## src/rtl/core/slga_pkg.sv

```systemverilog
// shared types, widths and constants of the sis lens amplification block
// no dependencies
`default_nettype none

package slga_pkg;

  // field widths
  localparam int FreqW    = 32;
  localparam int PosW     = 24;
  localparam int OutW     = 32;

  // reciprocal 2^56 / y, one quotient bit per stage
  localparam int InvW     = 57;
  localparam int DivSteps = InvW;

  // square roots, one root bit per stage
  localparam int RadW     = 58;
  localparam int RootW    = 29;
  localparam int RemW     = RootW + 2;

  // phase product and reduction modulo pi in q.44
  localparam int ProdW    = 56;
  localparam int PhShift  = 12;
  localparam int RedW     = 64;
  localparam int RedSteps = 19;
  localparam int RedDrop  = 13;
  localparam int PhaseW   = 33;
  localparam int PhaseLat = RedSteps + 2;

  // cordic datapath
  localparam int AngW     = 34;
  localparam int TrigW    = 32;
  localparam int AtanIdxW = 5;

  // latency of the root path and of the whole block
  localparam int CoreLat    = DivSteps + RootW;
  localparam int OutLatency = CoreLat + 2;

  localparam logic [PosW-1:0]  PosOne     = 24'h010000;
  localparam logic [RadW-1:0]  OneQ40     = 58'h100_0000_0000;
  localparam logic [RedW-1:0]  PiQ44      = 64'h0000_3243_F6A8_885A;
  localparam logic [AngW-1:0]  HalfPiQ30  = 34'h0_6487_ED51;
  localparam logic [AngW-1:0]  TpiQ30     = 34'h1_2D97_C7F3;
  localparam logic [AngW-1:0]  TwoPiQ30   = 34'h1_921F_B544;
  localparam logic [AngW-1:0]  PiQ30      = 34'h0_C90F_DAA2;
  localparam logic [AngW-1:0]  GainQ30    = 34'h0_26DD_3B6A;
  localparam logic [OutW-1:0]  OutMax     = 32'h7FFF_FFFF;
  localparam logic [OutW-1:0]  OutMin     = 32'h8000_0000;

  typedef struct packed {
    logic [FreqW-1:0] frequency;
    logic [PosW-1:0]  position;
  } in_word_t;

  typedef struct packed {
    logic signed [OutW-1:0] amp_real;
    logic signed [OutW-1:0] amp_imag;
    logic                   zero_position;
  } out_word_t;

  // case flags that travel beside the root path
  typedef struct packed {
    logic zero;
    logic ge_one;
  } side_t;

  // truncated atan(2^-i) in q.30
  function automatic logic [31:0] atan_q30(input logic [AtanIdxW-1:0] idx);
    logic [31:0] v;
    unique case (idx)
      5'd0:  v = 32'h3243F6A8;
      5'd1:  v = 32'h1DAC6705;
      5'd2:  v = 32'h0FADBAFC;
      5'd3:  v = 32'h07F56EA6;
      5'd4:  v = 32'h03FEAB76;
      5'd5:  v = 32'h01FFD55B;
      5'd6:  v = 32'h00FFFAAA;
      5'd7:  v = 32'h007FFF55;
      5'd8:  v = 32'h003FFFEA;
      5'd9:  v = 32'h001FFFFD;
      5'd10: v = 32'h000FFFFF;
      5'd11: v = 32'h0007FFFF;
      5'd12: v = 32'h0003FFFF;
      5'd13: v = 32'h0001FFFF;
      5'd14: v = 32'h0000FFFF;
      5'd15: v = 32'h00007FFF;
      5'd16: v = 32'h00003FFF;
      5'd17: v = 32'h00001FFF;
      5'd18: v = 32'h00000FFF;
      5'd19: v = 32'h000007FF;
      5'd20: v = 32'h000003FF;
      5'd21: v = 32'h000001FF;
      5'd22: v = 32'h000000FF;
      5'd23: v = 32'h0000007F;
      5'd24: v = 32'h0000003F;
      5'd25: v = 32'h0000001F;
      5'd26: v = 32'h0000000F;
      5'd27: v = 32'h00000008;
      5'd28: v = 32'h00000004;
      5'd29: v = 32'h00000002;
      5'd30: v = 32'h00000001;
      5'd31: v = 32'h00000000;
    endcase
    return v;
  endfunction

endpackage

`default_nettype wire

```

## src/rtl/core/slga_sqrt.sv

```systemverilog
// pipelined floor integer square root, one root bit per stage
// depends on slga_pkg
`default_nettype none

module slga_sqrt import slga_pkg::*; (
  input  logic             clk_i,
  input  logic [RadW-1:0]  rad_i,
  output logic [RootW-1:0] root_o
);

  logic [RadW-1:0]  rad_q   [RootW-1];
  logic [RootW-1:0] rem_q   [RootW-1];
  logic [RootW-1:0] root_q  [RootW];
  logic [RootW-1:0] rem_d   [RootW-1];
  logic [RootW-1:0] root_d  [RootW];
  logic [RadW-1:0]  rad_in  [RootW];
  logic [RootW-1:0] rem_in  [RootW];
  logic [RootW-1:0] root_in [RootW];
  logic [RemW-1:0]  pair    [RootW];
  logic [RemW-1:0]  trial   [RootW];
  logic [RemW-1:0]  diff    [RootW];
  logic [RootW-1:0] ge;

  // stage inputs
  always_comb begin
    rad_in[0]  = rad_i;
    rem_in[0]  = '0;
    root_in[0] = '0;
    for (int j = 1; j < RootW; j++) begin
      rad_in[j]  = rad_q[j-1];
      rem_in[j]  = rem_q[j-1];
      root_in[j] = root_q[j-1];
    end
  end

  // bring down two radicand bits, try 4*root+1
  always_comb begin
    for (int j = 0; j < RootW; j++) begin
      pair[j]   = {rem_in[j], rad_in[j][RadW-1 -: 2]};
      trial[j]  = {root_in[j], 2'b01};
      ge[j]     = pair[j] >= trial[j];
      diff[j]   = pair[j] - trial[j];
      root_d[j] = {root_in[j][RootW-2:0], ge[j]};
    end
    for (int j = 0; j < RootW - 1; j++) begin
      rem_d[j] = ge[j] ? diff[j][RootW-1:0] : pair[j][RootW-1:0];
    end
  end

  always_ff @(posedge clk_i) begin
    for (int j = 0; j < RootW; j++) begin
      root_q[j] <= root_d[j];
    end
    for (int j = 0; j < RootW - 1; j++) begin
      rem_q[j] <= rem_d[j];
      rad_q[j] <= {rad_in[j][RadW-3:0], 2'b00};
    end
  end

  assign root_o = root_q[RootW-1];

endmodule

`default_nettype wire

```

## config.mk

```make
export PLATFORM = sky130hd
export DESIGN_NAME = slga_sqrt
export DESIGN_NICKNAME = d
export VERILOG_FILES = /design/src/rtl/core/slga_pkg.sv /design/src/rtl/core/slga_sqrt.sv
export SDC_FILE = /design/constraint.sdc
export NUM_CORES = 2
export LEC_CHECK = 0
export BUFFER_PORTS_ARGS = -buffer_cell sky130_fd_sc_hd__buf_4
export CORE_MARGIN = 4
export CORE_UTILIZATION = 55
export CTS_CLUSTER_DIAMETER = 60
export DETAILED_ROUTE_END_ITERATION = 8
export GPL_TIMING_DRIVEN = 0
export PLACE_DENSITY = 0.73
export SLEW_MARGIN = 10
export SYNTH_ARGS = -nofsm -noshare
export SYNTH_HDL_FRONTEND = slang
export SYNTH_SLANG_ARGS = --single-unit
```

## constraint.sdc

```tcl
create_clock -name clk_i -period 4.85 [get_ports clk_i]
set_clock_uncertainty 0.15 [all_clocks]
set_input_delay 0.485 -clock clk_i [delete_from_list [all_inputs] [get_ports clk_i]]
set_output_delay 0.485 -clock clk_i [all_outputs]
set_load 0.02 [all_outputs]
```

---- Yosys cells after proc, flatten, opt, wreduce, memory -nomap -nowiden ----
Memories as Yosys holds them, arrays and structs flattened.
Cells that the tools add are included.
word-level totals
  register bits ........................... 0
  memory bits (writable) .................. 3221
  input port bits ......................... 59
  output and inout bits ................... 29
  memories ................................ 3
cells by class
  add/subtract/negate cells ............... 28
  order comparisons ....................... 29
  mux-type cells .......................... 28
memories
  name    depth  width  rd ports  clocked after Yosys merged registers in  wr ports  RTL line         text
  rad_q   28     56     28        0                                        28        slga_sqrt.sv:11  logic [RadW-1:0] rad_q [RootW-1];
  root_q  29     29     29        0                                        29        slga_sqrt.sv:13  logic [RootW-1:0] root_q [RootW];
  rem_q   28     29     28        0                                        28        slga_sqrt.sv:12  logic [RootW-1:0] rem_q [RootW-1];
operator list
  cell                 number
  $ge 31x31->1         28
  $mux 29              28
  $sub 29x29->29       27
  $sub 2x1->3 const B  1
  $ge 2x1->1 const B   1

---- Longest topological paths before layout ----
An unclocked memory read counts as a cell.
  depth after elaboration ................. 3
  depth in mapped cells ................... 14

---- Least setup slack after synthesis ----
No wires, ideal clock.
  kind .................................... register to register
  from .................................... memory rem_q[9][16], in the netlist rem_q[0][277]
  to ...................................... memory rem_q[10][24], in the netlist rem_q[0][314]
  library setup time ...................... 0.134 ns
  arrival time ............................ 3.134 ns
  required time ........................... 4.566 ns
  slack ................................... 1.432 ns
  stages on the path, launching flop included .. 11
  period minus slack after synthesis ...... 3.418 ns
  cell sequence ........................... dfxtp_1 > or4_1 > or3_1 > or3_1 > or3_1 > or3_1 > a311oi_4 > or4b_1 > buf_4 > nor4_1 > xor2_1
RTL lines
  element          RTL line
  start, declared  slga_sqrt.sv:12

==> summary.md <==
| Metric | Value |
|---|---|
| Initial antenna violation count | `0` |
| Die area | `140000 um^2` |
| Drt first pass iters | `6` |
| Die height | `374 um` |
| Met1 Wirelength | `67.5 mm` |
| GRT Util Overall | `0.217` |
| Critical Path Start Type | `register` |
| Critical Path, Cell by Cell | `inv_1 > ha_1 > o21ai_0 > a2111oi_0 > o21ai_0 > o21ai_1 > a41oi_1 > o21ai_0 > a21oi_1 > inv_2 > buf_1 > nand3_1 > xnor2_1` |
| CTS sink cnt | `2019` |
| Worst Path Max Fanout | `10` |
| Tmin final | `4.41 ns` |
| Worst slack, placed | `0.407 ns` |
| Synth Instances | `7232` |
| YS warnings | `0` |
| Post-synth net total | `7757` |
| DR WL met2 | `75.5 mm` |
| Worst Tran Pin Value | `1.26 ns` |
| Initial core utilization | `0.557` |
| P_leak | `39.6 nW` |
| Arr. time, crit path | `4.94 ns` |
| DRC | `0` |
| Setup_tns | `0 ns` |
| Layout cells sized above 1 | `0.0704` |
| Final nets | `8099` |
| Main synth FF type | `dfxtp_1` |
| DRT antenna net count | `0` |
| R2R depth | `13` |
| Top Layer Used | `met4` |
| Register area share after synthesis | `0.549` |
| Async set or reset register ratio after synthesis | `0` |
| Most used cell, CP | `o21ai_0` |
| Clk Latency, worst-skew pair | `0.81 ns` |
| Wire per inst | `16.3 um` |
| Core Box Area | `132000 um^2` |
| Max-Cap Viols | `0` |
| Average size of a mapped cell | `10.2 um^2` |
| Final Setup Violations | `0` |
| Max rail drop VDD | `0.352 mV` |
| Crit path kind | `register to register` |
| Relative slew slack | `0.150` |
| Synthesized area | `73600 um^2` |
| Vias per cell | `5.32` |
| Crit path max-delay cell type | `a2111oi_0` |
| Largest net degree at the start of global routing | `17` |
| Area after DPL | `76500 um^2` |
| Synth cell types | `76` |
| # fillers | `10700` |
| CP Data Required Time | `5.38 ns` |
| Slew Limit Fails | `0` |
| Worst setup margin | `0.443 ns` |
| RSZ-0062 raised after global routing | `false` |
| GRT Residual Overflow | `0` |
| Inserted Diodes | `0` |
| Vias in the first global route | `50100` |
| HPWL after DPL | `114 mm` |
| WHS Path Cells | `0` |
| GPL Wtd Cong | `0.926` |
| Final core occ | `0.635` |
| Highest cell delay on the worst timing path | `0.69 ns` |
| Status | `completed` |
| First-pass GRT wire length | `251 mm` |
| TritonCTS clock tree | `yes` |
| Fmax | `0.227 GHz` |
| Syn-to-layout area delta | `14.1%` |
| Iter 0 DRT Violations | `3138` |
| Power per cell area | `533 nW/um^2` |
| Clock buffer count from CTS | `194` |
| Routed wl met3 | `6.49 mm` |
| FP Rows | `133` |
| Design area | `84000 um^2` |
| Final Hold Fails | `0` |
| Post-synth EDFFs | `0` |
| WL final | `154 mm` |
| CP endpoint kind | `register` |
| Period utilization | `0.909` |
| DR vias | `50500` |
| Worst Hold Class | `register to register` |
| CTS root buf | `clkbuf_16` |
| Clock transition at path regs | `0.06 ns` |
| # H-tree levels | `4` |
| Clock Path Buffers | `3` |
| IO Pins | `88` |
| I/O Buffers | `87` |
| Synth Register Bits | `2019` |
| Die Width | `374 um` |
timing repair:
action | 4_1_cts | 5_1_grt
buffers inserted | 0 | 0
hold buffers | 59 | 0
gates resized for setup | 0 | 1
setup endpoints to repair | 0 | 2
hold endpoints to repair | 59 | 0
synth_stat cells, drive strengths merged, types with 51 or more instances:
cell type	count	area share
or4	51	0.0052
nor4	93	0.0081
xor2	278	0.033
nor2b	69	0.0059
a21o	187	0.019
nand4	73	0.0062
nor2	451	0.023
nand2b	95	0.0081
mux2	68	0.010
nand3	106	0.0072
a21oi	484	0.033
ha	466	0.079
or3	63	0.0054
clkbuf	124	0.0063
dfxtp	2019	0.55
nand2	477	0.024
o21a	90	0.0092
inv	587	0.030
nor3	152	0.010
o21ai	360	0.024
xnor2	353	0.042
state kept, by name, indices dropped and copies added (netlist names):
signal / cells
rad_q: 812
rem_q: 772
root_q: 435
worst paths after layout:
check        slack (ns)             to           start
max                0.44  rem_q[1][288]  root_q[1][232]
min                0.13  rad_q[0][671]   rad_q[0][613]
max reg2reg        0.44  rem_q[1][288]  root_q[1][232]
min reg2reg        0.13  rad_q[0][671]   rad_q[0][613]
worst max-delay path, delay by kind of cell, from the launching register on:
family | cells | cell delay (ns)
compound gates | 7 | 2.30
fa+ha+maj | 1 | 0.33
flops | 1 | 0.37
xor+xnor | 1 | 0.16
simple gates | 1 | 0.18
buf+inv | 3 | 0.80
cell type report:
type	count	area [um^2]	share of cell area
buffer	144	549	0.00654
clock buffer	265	5470	0.0651
clock inverter	99	1440	0.0171
inverter	588	2210	0.0263
multi-input combinational	4481	30500	0.363
sequential	2019	40400	0.481
tap	1755	2200	0.0261
timing repair buffer	146	1240	0.0148
layout by cell type, fill, tap and decap left out, drive strengths merged, types with 59 or more instances in the layout:
master | Yosys | final
nand2b | 95 | 95
a21o | 187 | 187
xor2 | 278 | 278
nor2b | 69 | 69
a21oi | 484 | 484
or3 | 63 | 63
inv | 587 | 599
nor2 | 451 | 451
o21a | 90 | 90
dlygate4sd3 | 0 | 59
nor4 | 93 | 93
nand3 | 106 | 106
mux2 | 68 | 68
nand2 | 477 | 477
o21ai | 360 | 360
ha | 466 | 466
clkbuf | 124 | 389
dfxtp | 2019 | 2019
buf | 20 | 107
nand4 | 73 | 73
nor3 | 152 | 152
xnor2 | 353 | 353
cells by family (layout without fill, tap and decap cells):
logic type,Yosys count,count (layout),share of synthesized area
multiplexers,78,78,0.0118
other,1,1,0.0000509
adder cells (fa/ha/maj),466,466,0.0792
AND/OR/NAND/NOR,1815,1815,0.122
flip-flops,2019,2019,0.549
AO/OA/AOI/OAI,1490,1490,0.126
buffers and inverters,732,1242,0.0374
XOR/XNOR,631,631,0.0751
per-layer routing:
layer | track usage | vias up
met5 | 0 | -
met4 | 0.0763 | 0
met3 | 0.0322 | 343
met2 | 0.380 | 1093
met1 | 0.271 | 23600
li1 | - | 25400
report_power, final:
| part | switching, mW | internal [mW] | total, mW |
|---|---|---|---|
| combinational | 4.41 | 3.46 | 7.88 |
| clock | 6.51 | 9.12 | 15.6 |
| sequential | 1.94 | 19.3 | 21.3 |
| total | 12.9 | 31.9 | 44.8 |
metrics by stage:
stage | power, mW | hold WS (ns) | instances
detailed placement | 29.4 | 0.162 | 9074
CTS | 45.2 | 0.0920 | 9497
global placement | 29.2 | 0.160 | 9074
global route | 47.1 | 0.123 | 9497
finish | 44.8 | 0.134 | 9497
floorplan | 27.0 | 0.160 | 7232
Note: power is estimated with default switching activity, not from simulation.
