[src/rtl/core/slga_pkg.sv]
// shared types, widths and constants of the sis lens amplification block
// no dependencies
`default_nettype none

package slga_pkg;

  // field widths
  localparam int FreqW    = 32;
  localparam int PosW     = 24;
  localparam int OutW     = 32;

  // reciprocal 2^56 / y, one quotient bit per stage
  localparam int InvW     = 57;
  localparam int DivSteps = InvW;

  // square roots, one root bit per stage
  localparam int RadW     = 58;
  localparam int RootW    = 29;
  localparam int RemW     = RootW + 2;

  // phase product and reduction modulo pi in q.44
  localparam int ProdW    = 56;
  localparam int PhShift  = 12;
  localparam int RedW     = 64;
  localparam int RedSteps = 19;
  localparam int RedDrop  = 13;
  localparam int PhaseW   = 33;
  localparam int PhaseLat = RedSteps + 2;

  // cordic datapath
  localparam int AngW     = 34;
  localparam int TrigW    = 32;
  localparam int AtanIdxW = 5;

  // latency of the root path and of the whole block
  localparam int CoreLat    = DivSteps + RootW;
  localparam int OutLatency = CoreLat + 2;

  localparam logic [PosW-1:0]  PosOne     = 24'h010000;
  localparam logic [RadW-1:0]  OneQ40     = 58'h100_0000_0000;
  localparam logic [RedW-1:0]  PiQ44      = 64'h0000_3243_F6A8_885A;
  localparam logic [AngW-1:0]  HalfPiQ30  = 34'h0_6487_ED51;
  localparam logic [AngW-1:0]  TpiQ30     = 34'h1_2D97_C7F3;
  localparam logic [AngW-1:0]  TwoPiQ30   = 34'h1_921F_B544;
  localparam logic [AngW-1:0]  PiQ30      = 34'h0_C90F_DAA2;
  localparam logic [AngW-1:0]  GainQ30    = 34'h0_26DD_3B6A;
  localparam logic [OutW-1:0]  OutMax     = 32'h7FFF_FFFF;
  localparam logic [OutW-1:0]  OutMin     = 32'h8000_0000;

  typedef struct packed {
    logic [FreqW-1:0] frequency;
    logic [PosW-1:0]  position;
  } in_word_t;

  typedef struct packed {
    logic signed [OutW-1:0] amp_real;
    logic signed [OutW-1:0] amp_imag;
    logic                   zero_position;
  } out_word_t;

  // case flags that travel beside the root path
  typedef struct packed {
    logic zero;
    logic ge_one;
  } side_t;

  // truncated atan(2^-i) in q.30
  function automatic logic [31:0] atan_q30(input logic [AtanIdxW-1:0] idx);
    logic [31:0] v;
    unique case (idx)
      5'd0:  v = 32'h3243F6A8;
      5'd1:  v = 32'h1DAC6705;
      5'd2:  v = 32'h0FADBAFC;
      5'd3:  v = 32'h07F56EA6;
      5'd4:  v = 32'h03FEAB76;
      5'd5:  v = 32'h01FFD55B;
      5'd6:  v = 32'h00FFFAAA;
      5'd7:  v = 32'h007FFF55;
      5'd8:  v = 32'h003FFFEA;
      5'd9:  v = 32'h001FFFFD;
      5'd10: v = 32'h000FFFFF;
      5'd11: v = 32'h0007FFFF;
      5'd12: v = 32'h0003FFFF;
      5'd13: v = 32'h0001FFFF;
      5'd14: v = 32'h0000FFFF;
      5'd15: v = 32'h00007FFF;
      5'd16: v = 32'h00003FFF;
      5'd17: v = 32'h00001FFF;
      5'd18: v = 32'h00000FFF;
      5'd19: v = 32'h000007FF;
      5'd20: v = 32'h000003FF;
      5'd21: v = 32'h000001FF;
      5'd22: v = 32'h000000FF;
      5'd23: v = 32'h0000007F;
      5'd24: v = 32'h0000003F;
      5'd25: v = 32'h0000001F;
      5'd26: v = 32'h0000000F;
      5'd27: v = 32'h00000008;
      5'd28: v = 32'h00000004;
      5'd29: v = 32'h00000002;
      5'd30: v = 32'h00000001;
      5'd31: v = 32'h00000000;
    endcase
    return v;
  endfunction

endpackage

`default_nettype wire

[src/rtl/core/slga_phase.sv]
// phase path: w*y product, reduction modulo pi in q.44, fold to [-pi/2, pi/2]
// depends on slga_pkg
`default_nettype none

module slga_phase import slga_pkg::*; (
  input  logic                   clk_i,
  input  logic [FreqW-1:0]       freq_i,
  input  logic [PosW-1:0]        pos_i,
  output logic signed [AngW-1:0] ang_o,
  output logic                   neg_o
);

  logic [ProdW-1:0]  prod_q;
  logic [RedW-1:0]   red_q  [RedSteps];
  logic [RedW-1:0]   red_d  [RedSteps];
  logic [RedW-1:0]   red_in [RedSteps];
  logic [RedW-1:0]   sub    [RedSteps];
  logic [PhaseW-1:0] ph;
  logic [AngW-1:0]   ph_ext;
  logic [AngW-1:0]   ang_d;
  logic              neg_d;
  logic [AngW-1:0]   ang_q;
  logic              neg_q;

  // phase product
  always_ff @(posedge clk_i) begin
    prod_q <= freq_i * pos_i;
  end

  // conditional subtraction of pi*2^44 scaled down one power per stage
  always_comb begin
    red_in[0] = {prod_q[RedW-PhShift-1:0], {PhShift{1'b0}}};
    for (int k = 1; k < RedSteps; k++) begin
      red_in[k] = red_q[k-1];
    end
    for (int k = 0; k < RedSteps; k++) begin
      sub[k]   = PiQ44 << (RedSteps - 1 - k);
      red_d[k] = (red_in[k] >= sub[k]) ? red_in[k] - sub[k] : red_in[k];
    end
  end

  always_ff @(posedge clk_i) begin
    for (int k = 0; k < RedSteps; k++) begin
      red_q[k] <= red_d[k];
    end
  end

  // fold the q.30 phase into the cordic range
  assign ph     = red_q[RedSteps-1][RedDrop +: PhaseW];
  assign ph_ext = {{(AngW-PhaseW){1'b0}}, ph};

  always_comb begin
    priority if (ph_ext < HalfPiQ30) begin
      ang_d = ph_ext;
      neg_d = 1'b0;
    end else if (ph_ext < TpiQ30) begin
      ang_d = ph_ext - PiQ30;
      neg_d = 1'b1;
    end else begin
      ang_d = ph_ext - TwoPiQ30;
      neg_d = 1'b0;
    end
  end

  always_ff @(posedge clk_i) begin
    ang_q <= ang_d;
    neg_q <= neg_d;
  end

  assign ang_o = $signed(ang_q);
  assign neg_o = neg_q;

endmodule

`default_nettype wire

[config.mk]
export PLATFORM = sky130hd
export DESIGN_NAME = slga_phase
export DESIGN_NICKNAME = d
export VERILOG_FILES = /design/src/rtl/core/slga_pkg.sv /design/src/rtl/core/slga_phase.sv
export SDC_FILE = /design/constraint.sdc
export NUM_CORES = 2
export LEC_CHECK = 0
export BUFFER_PORTS_ARGS = -buffer_cell sky130_fd_sc_hd__buf_2
export CAP_MARGIN = 10
export CORE_MARGIN = 2
export CORE_UTILIZATION = 36
export CTS_CLUSTER_SIZE = 25
export DETAILED_ROUTE_END_ITERATION = 7
export GPL_TIMING_DRIVEN = 1
export PLACE_DENSITY = 0.52
export SLEW_MARGIN = 20
export SYNTH_ARGS = -nofsm -noshare
export SYNTH_HDL_FRONTEND = slang
export SYNTH_SLANG_ARGS = --single-unit
[constraint.sdc]
create_clock -name clk_i -period 12.8 [get_ports clk_i]
set_input_delay 0.64 -clock clk_i [delete_from_list [all_inputs] [get_ports clk_i]]
set_output_delay 0.64 -clock clk_i [all_outputs]
set_load 0.005 [all_outputs]
### Word level (Yosys, flattened, before mapping)

Memory sizes are Yosys's and may differ from the RTL's.
Index checks and enable logic that the tools add are counted.

| cells by class | value |
|---|---|
| add/sub/neg operators | 21 |
| multipliers | 1 |
| magnitude comparators | 21 |
| multiplexer cells | 22 |

Operator list:

| operator | number |
|---|---|
| $mux 64 | 19 |
| $ge 64x46->1 const B | 1 |
| $ge 64x47->1 const B | 1 |
| $ge 64x48->1 const B | 1 |
| $ge 64x49->1 const B | 1 |
| $ge 64x50->1 const B | 1 |
| $ge 64x51->1 const B | 1 |
| $ge 64x52->1 const B | 1 |
| $ge 64x53->1 const B | 1 |
| $ge 64x54->1 const B | 1 |
| $ge 64x55->1 const B | 1 |
| $ge 64x56->1 const B | 1 |
| $ge 64x57->1 const B | 1 |
| $ge 64x58->1 const B | 1 |
| $ge 64x59->1 const B | 1 |
| $ge 64x60->1 const B | 1 |
| $ge 64x61->1 const B | 1 |
| $ge 64x62->1 const B | 1 |
| $ge 64x63->1 const B | 1 |
| $ge 64x64->1 const B | 1 |
| $sub 64x46->64 const B | 1 |
| $sub 64x47->64 const B | 1 |
| $sub 64x48->64 const B | 1 |
| $sub 64x49->64 const B | 1 |
| other kinds (23) | 23 |

| storage, ports and cells | value |
|---|---|
| bits in registers | 87 |
| memory bits (writable) | 1216 |
| input port bits | 57 |
| logic and storage cells | 70 |
| memories kept | 1 |

Memories:

| name | depth | bits a word | read ports | clocked after memory_dff | wr ports | RTL line | source |
|---|---|---|---|---|---|---|---|
| red_q | 19 | 64 | 19 | 0 | 19 | slga_phase.sv:14 | `logic [RedW-1:0] red_q [RedSteps];` |

### Longest topological paths before layout

An unclocked memory read counts as a cell.

| depth | value |
|---|---|
| word-level depth | 4 |
| gate-level depth with buffers | 26 |

### Worst setup path before layout

Ideal clock, no wire load.

| timing | value |
|---|---|
| path kind | input port to flip-flop |
| start point | input port pos_i[23] |
| end point | register prod_q[51] |
| library setup time | 0.072 ns |
| arrival | 6.895 ns |
| required time | 12.728 ns |
| setup slack | 5.833 ns |
| stages on the path | 23 |
| cell sequence | clkbuf_1 -> clkbuf_1 -> nand2_1 -> fa_1 -> fa_1 -> inv_1 -> fa_1 -> fa_1 -> fa_1 -> fa_1 -> inv_1 -> fa_1 -> inv_1 -> ha_1 -> clkbuf_1 -> nand4_1 -> o221ai_1 -> nor2b_1 -> o31ai_1 -> a21oi_1 -> a31oi_1 -> o31ai_1 -> xnor2_1 |

| on the way | value |
|---|---|
| longest elaborated chain between the ends | 1 |

Ends and longest elaborated chain:

| what | RTL line | source |
|---|---|---|
| from (decl) | slga_phase.sv:8 | `input logic [PosW-1:0] pos_i,` |
| $mul 32x24->52 | slga_phase.sv:27 | `prod_q <= freq_i * pos_i;` |
| to (signal assigned) | slga_phase.sv:27 |  |
| to (decl) | slga_phase.sv:13 | `logic [ProdW-1:0] prod_q;` |

No other way between the ends.
A chain may end at the register's enable or synchronous reset.

### Worst setup path in the final report

| timing | value |
|---|---|
| start point | input port pos_i[5] |
| end point | register prod_q[40] |

The elaborated chain is that of the path after synthesis.

==> out/qor.yml <==
clock_network:
  cts_tree: "yes"
  post_cts_resized: 0
  clock_path_buffers: 3
  numClockSinks: 1111
  postCtsHoldBufs: 0
  cts-root-buf: "clkbuf_16"
  cts_buffers: 116
  clkTransAtPathRegs_ns: 0.06
  cts_setup_buffers: 0
  cts_max_level: 3
  worstSkewPairLatency_ns: 0.73
synth:
  synth_edf_count: 0
  syn-num-nets: 8766
  yosys_most_used_dff: "dfxtp_1"
  synthArstFlopShare_pct: 0
  ys_warn_count: 0
  synth_cell_types: 101
  syn-cell-area_um2: 71310
  synthCells: 7873
  ys_seq_area_share_pct: 31.19
  ys_ff_latch: 1111
  syn_avg_cell_area_um2: 9.058
detailed_routing:
  via_per_inst: 5.048
  drc: 0
  first_pass_iters: 5
  wl_um: 179800
  drtIter0Drc: 2963
  wl_per_cell_um: 17.00
  vias: 53369
  ant_nets: 0
setup_path:
  worstSetupStartpoint: "pos_i[5]"
  startpoint_type: "primary input"
  crit_path_frequent_cell: "fa_1"
  crit_path_end: "prod_q[40]"
  worst-path-buf-inv: 6
  worstPathMaxFanout: 32
  critPathKind: "in -> reg"
  r2r_setup_slack_ns: 8.46
  reg2reg_depth: 9
  cp.required_ns: 13.39
  cpMaxStageDelayCell: "a21oi_1"
  end_kind: "register"
  crit_arrival_ns: 8.45
  crit_chain: "buf_2 -> nand2_1 -> fa_1 -> inv_1 -> fa_1 -> inv_1 -> fa_1 -> fa_1 -> inv_1 -> fa_1 -> fa_1 -> inv_1 -> fa_1 -> inv_1 -> ha_1 -> and3_1 -> nor3b_1 -> nor4_1 -> a21oi_1 -> o21ai_0 -> o31ai_1 -> and3_1 -> a21boi_0 -> xnor2_1"
  max_stage_delay_ns: 0.70
  cp_top_family: "adder cells"
  reg2reg_from: "red_q[15][16]"
  r2r-end: "red_q[16][60]"
  path_depth: 24
grt:
  grt_pass1_vias: 55326
  grt_pass1_wl_um: 294800
  grt_max_degree: 34
  grt_antenna_before_repair: 3
  track_usage_pct: 17.80
  grt-ovfl-total: 0
finish:
  drive_above_1_share_pct: 5.080
  diodes: 0
  final_net_count: 8729
  area_growth_pct: 9.711
  n_fill_cell: 19861
floorplanning:
  dieArea_um2: 201700
  num_rows: 163
  pin_count: 92
  core_um2: 197000
  die_y_um: 449.1
  die_w_um: 449.1
  start_util_pct: 36.20
sta:
  maxSlewHeadroom_pct: 30.48
  finalHoldViolations: 0
  rsz0062_at_grt: "no"
  setup-tns-final_ns: 0
  min_period_ns: 7.860
  slew_violations: 0
  fin_skew_ns: 0.03041
  setup_violations: 0
  tightest_slew_ns: 1.017
  fmax_mhz: 127.2
  finalCritPeriodShare_pct: 61.40
outcome:
  status: "completed"
worst_hold_path:
  hp-class: "reg -> reg"
placement:
  gp_congestion: 0.8470
  dpl.hpwl_um: 136900
  portBuffers: 91
flow_run:
  max-cap-violations: 0
==> synthesized netlist by cell type, types with 24 or more instances <==
cell | count | share of area, %
o21a_1 | 50 | 0.53
buf_2 | 31 | 0.22
ha_1 | 183 | 3.2
nor2b_1 | 27 | 0.24
o21bai_1 | 30 | 0.32
nor4_1 | 108 | 0.95
or2_2 | 29 | 0.25
nor3b_1 | 24 | 0.25
xnor2_1 | 546 | 6.7
nand3_1 | 159 | 1.1
or3_1 | 78 | 0.68
nor2_1 | 460 | 2.4
a211oi_1 | 61 | 0.64
nand4_1 | 54 | 0.47
and2_1 | 429 | 3.8
nand3b_1 | 38 | 0.40
a21boi_0 | 28 | 0.29
or4_1 | 42 | 0.44
nand2b_1 | 58 | 0.51
o211ai_1 | 43 | 0.45
clkbuf_1 | 227 | 1.2
xor2_1 | 475 | 5.8
dfxtp_1 | 1111 | 31
inv_1 | 810 | 4.3
nor3_1 | 193 | 1.4
a31oi_1 | 55 | 0.48
a21o_1 | 80 | 0.84
o21ai_0 | 258 | 1.8
fa_1 | 653 | 18
and3_1 | 54 | 0.47
o31ai_1 | 30 | 0.32
nand2_1 | 929 | 4.9
a21oi_1 | 243 | 1.7
==> worst reg2reg max path: stages, from the launching register on <==
cell and delay (ns):
dfxtp_1 0.32, or3_1 0.48, a2111oi_0 0.78, o211ai_1 0.31
a31oi_1 0.40, o211a_1 0.72, inv_1 0.61, o211ai_1 0.33
a211oi_1 0.10, xor2_1 0.17
==> per-stage QoR <==
step | cell area [um2] | worst slack (ns) | hold slack, ns | utilization (%) | instances
2_1_floorplan | 71310 | 5.833 | 0.3096 | - | 7873
3_3_place_gp | 74190 | 4.334 | 0.3155 | 37.66 | 10358
3_5_place_dp | 74190 | 4.366 | 0.3150 | 37.66 | 10358
4_1_cts | 78240 | 5.139 | 0.3290 | 39.71 | 10573
5_1_grt | 78240 | 4.758 | 0.3401 | 39.71 | 10573
6_report | 78240 | 4.940 | 0.3297 | 39.71 | 10573
==> flip-flops by register name, indices dropped and copies added (netlist names) <==
register,count
red_q,1024
neg_o,1
ang_o,34
prod_q,52
==> worst min path at each step <==
stage / to / start / slack [ns] / depth (start not counted)
6_report: red_q[0][12] / prod_q[0] / 0.33 / 0
5_1_grt: red_q[0][12] / prod_q[0] / 0.34 / 0
4_1_cts: red_q[0][12] / prod_q[0] / 0.33 / 0
3_5_place_dp: red_q[0][12] / prod_q[0] / 0.31 / 0
3_3_place_gp: red_q[0][18] / prod_q[6] / 0.32 / 0
2_1_floorplan: red_q[0][12] / prod_q[0] / 0.31 / 0
==> final cells by class <==
cell class / count / area (um2) / share of cell area, %
Clock buffer: 156 / 3254 / 4.160
Sequential cell: 1111 / 22240 / 28.43
Tap cell: 2640 / 3303 / 4.222
Clock inverter: 59 / 790.8 / 1.011
Multi-Input combinational cell: 5675 / 44940 / 57.44
Timing Repair Buffer: 117 / 650.6 / 0.8316
Inverter: 815 / 3059 / 3.910
==> placed cells by master (no fill, tap or decap), types with 17 or more instances in the layout <==
| cell | count |
|---|---|
| a211oi_1 | 61 |
| a21boi_0 | 28 |
| a21o_1 | 80 |
| a21oi_1 | 243 |
| a31o_2 | 17 |
| a31oi_1 | 55 |
| and2_1 | 429 |
| and3_1 | 54 |
| buf_2 | 91 |
| buf_4 | 26 |
| clkbuf_1 | 21 |
| clkbuf_16 | 117 |
| clkbuf_8 | 18 |
| clkinv_2 | 25 |
| dfxtp_1 | 1111 |
| fa_1 | 653 |
| ha_1 | 183 |
| inv_1 | 810 |
| nand2_1 | 929 |
| nand2b_1 | 58 |
| nand3_1 | 159 |
| nand3b_1 | 38 |
| nand4_1 | 54 |
| nor2_1 | 460 |
| nor2b_1 | 26 |
| nor3_1 | 193 |
| nor3b_1 | 24 |
| nor4_1 | 108 |
| o211ai_1 | 43 |
| o21a_1 | 50 |
| o21ai_0 | 258 |
| o21bai_1 | 30 |
| o31ai_1 | 29 |
| or2_2 | 29 |
| or3_1 | 78 |
| or4_1 | 42 |
| xnor2_1 | 546 |
| xor2_1 | 475 |
==> per-layer routing <==
metal	track usage, %	share of wire, %	up-vias
met5	0	0.014	-
met4	4.503	2.3	4
met3	2.640	4.4	258
met2	32.07	51	1096
met1	22.09	43	26490
li1	-	-	25521
==> cell families after synthesis <==
family | count (synthesis) | synth area share, %
adders and majority gates | 836 | 21.54
muxes | 8 | 0.1246
xor gates and xnor gates | 1021 | 12.54
DFF | 1111 | 31.19
buffers and inverters | 1087 | 5.813
AOI/OAI and AO/OA | 1052 | 9.597
and+or+nand+nor | 2758 | 19.19
Power is not shown: default switching activity piles up to over one toggle a cycle in this logic, so the estimate is an artifact.
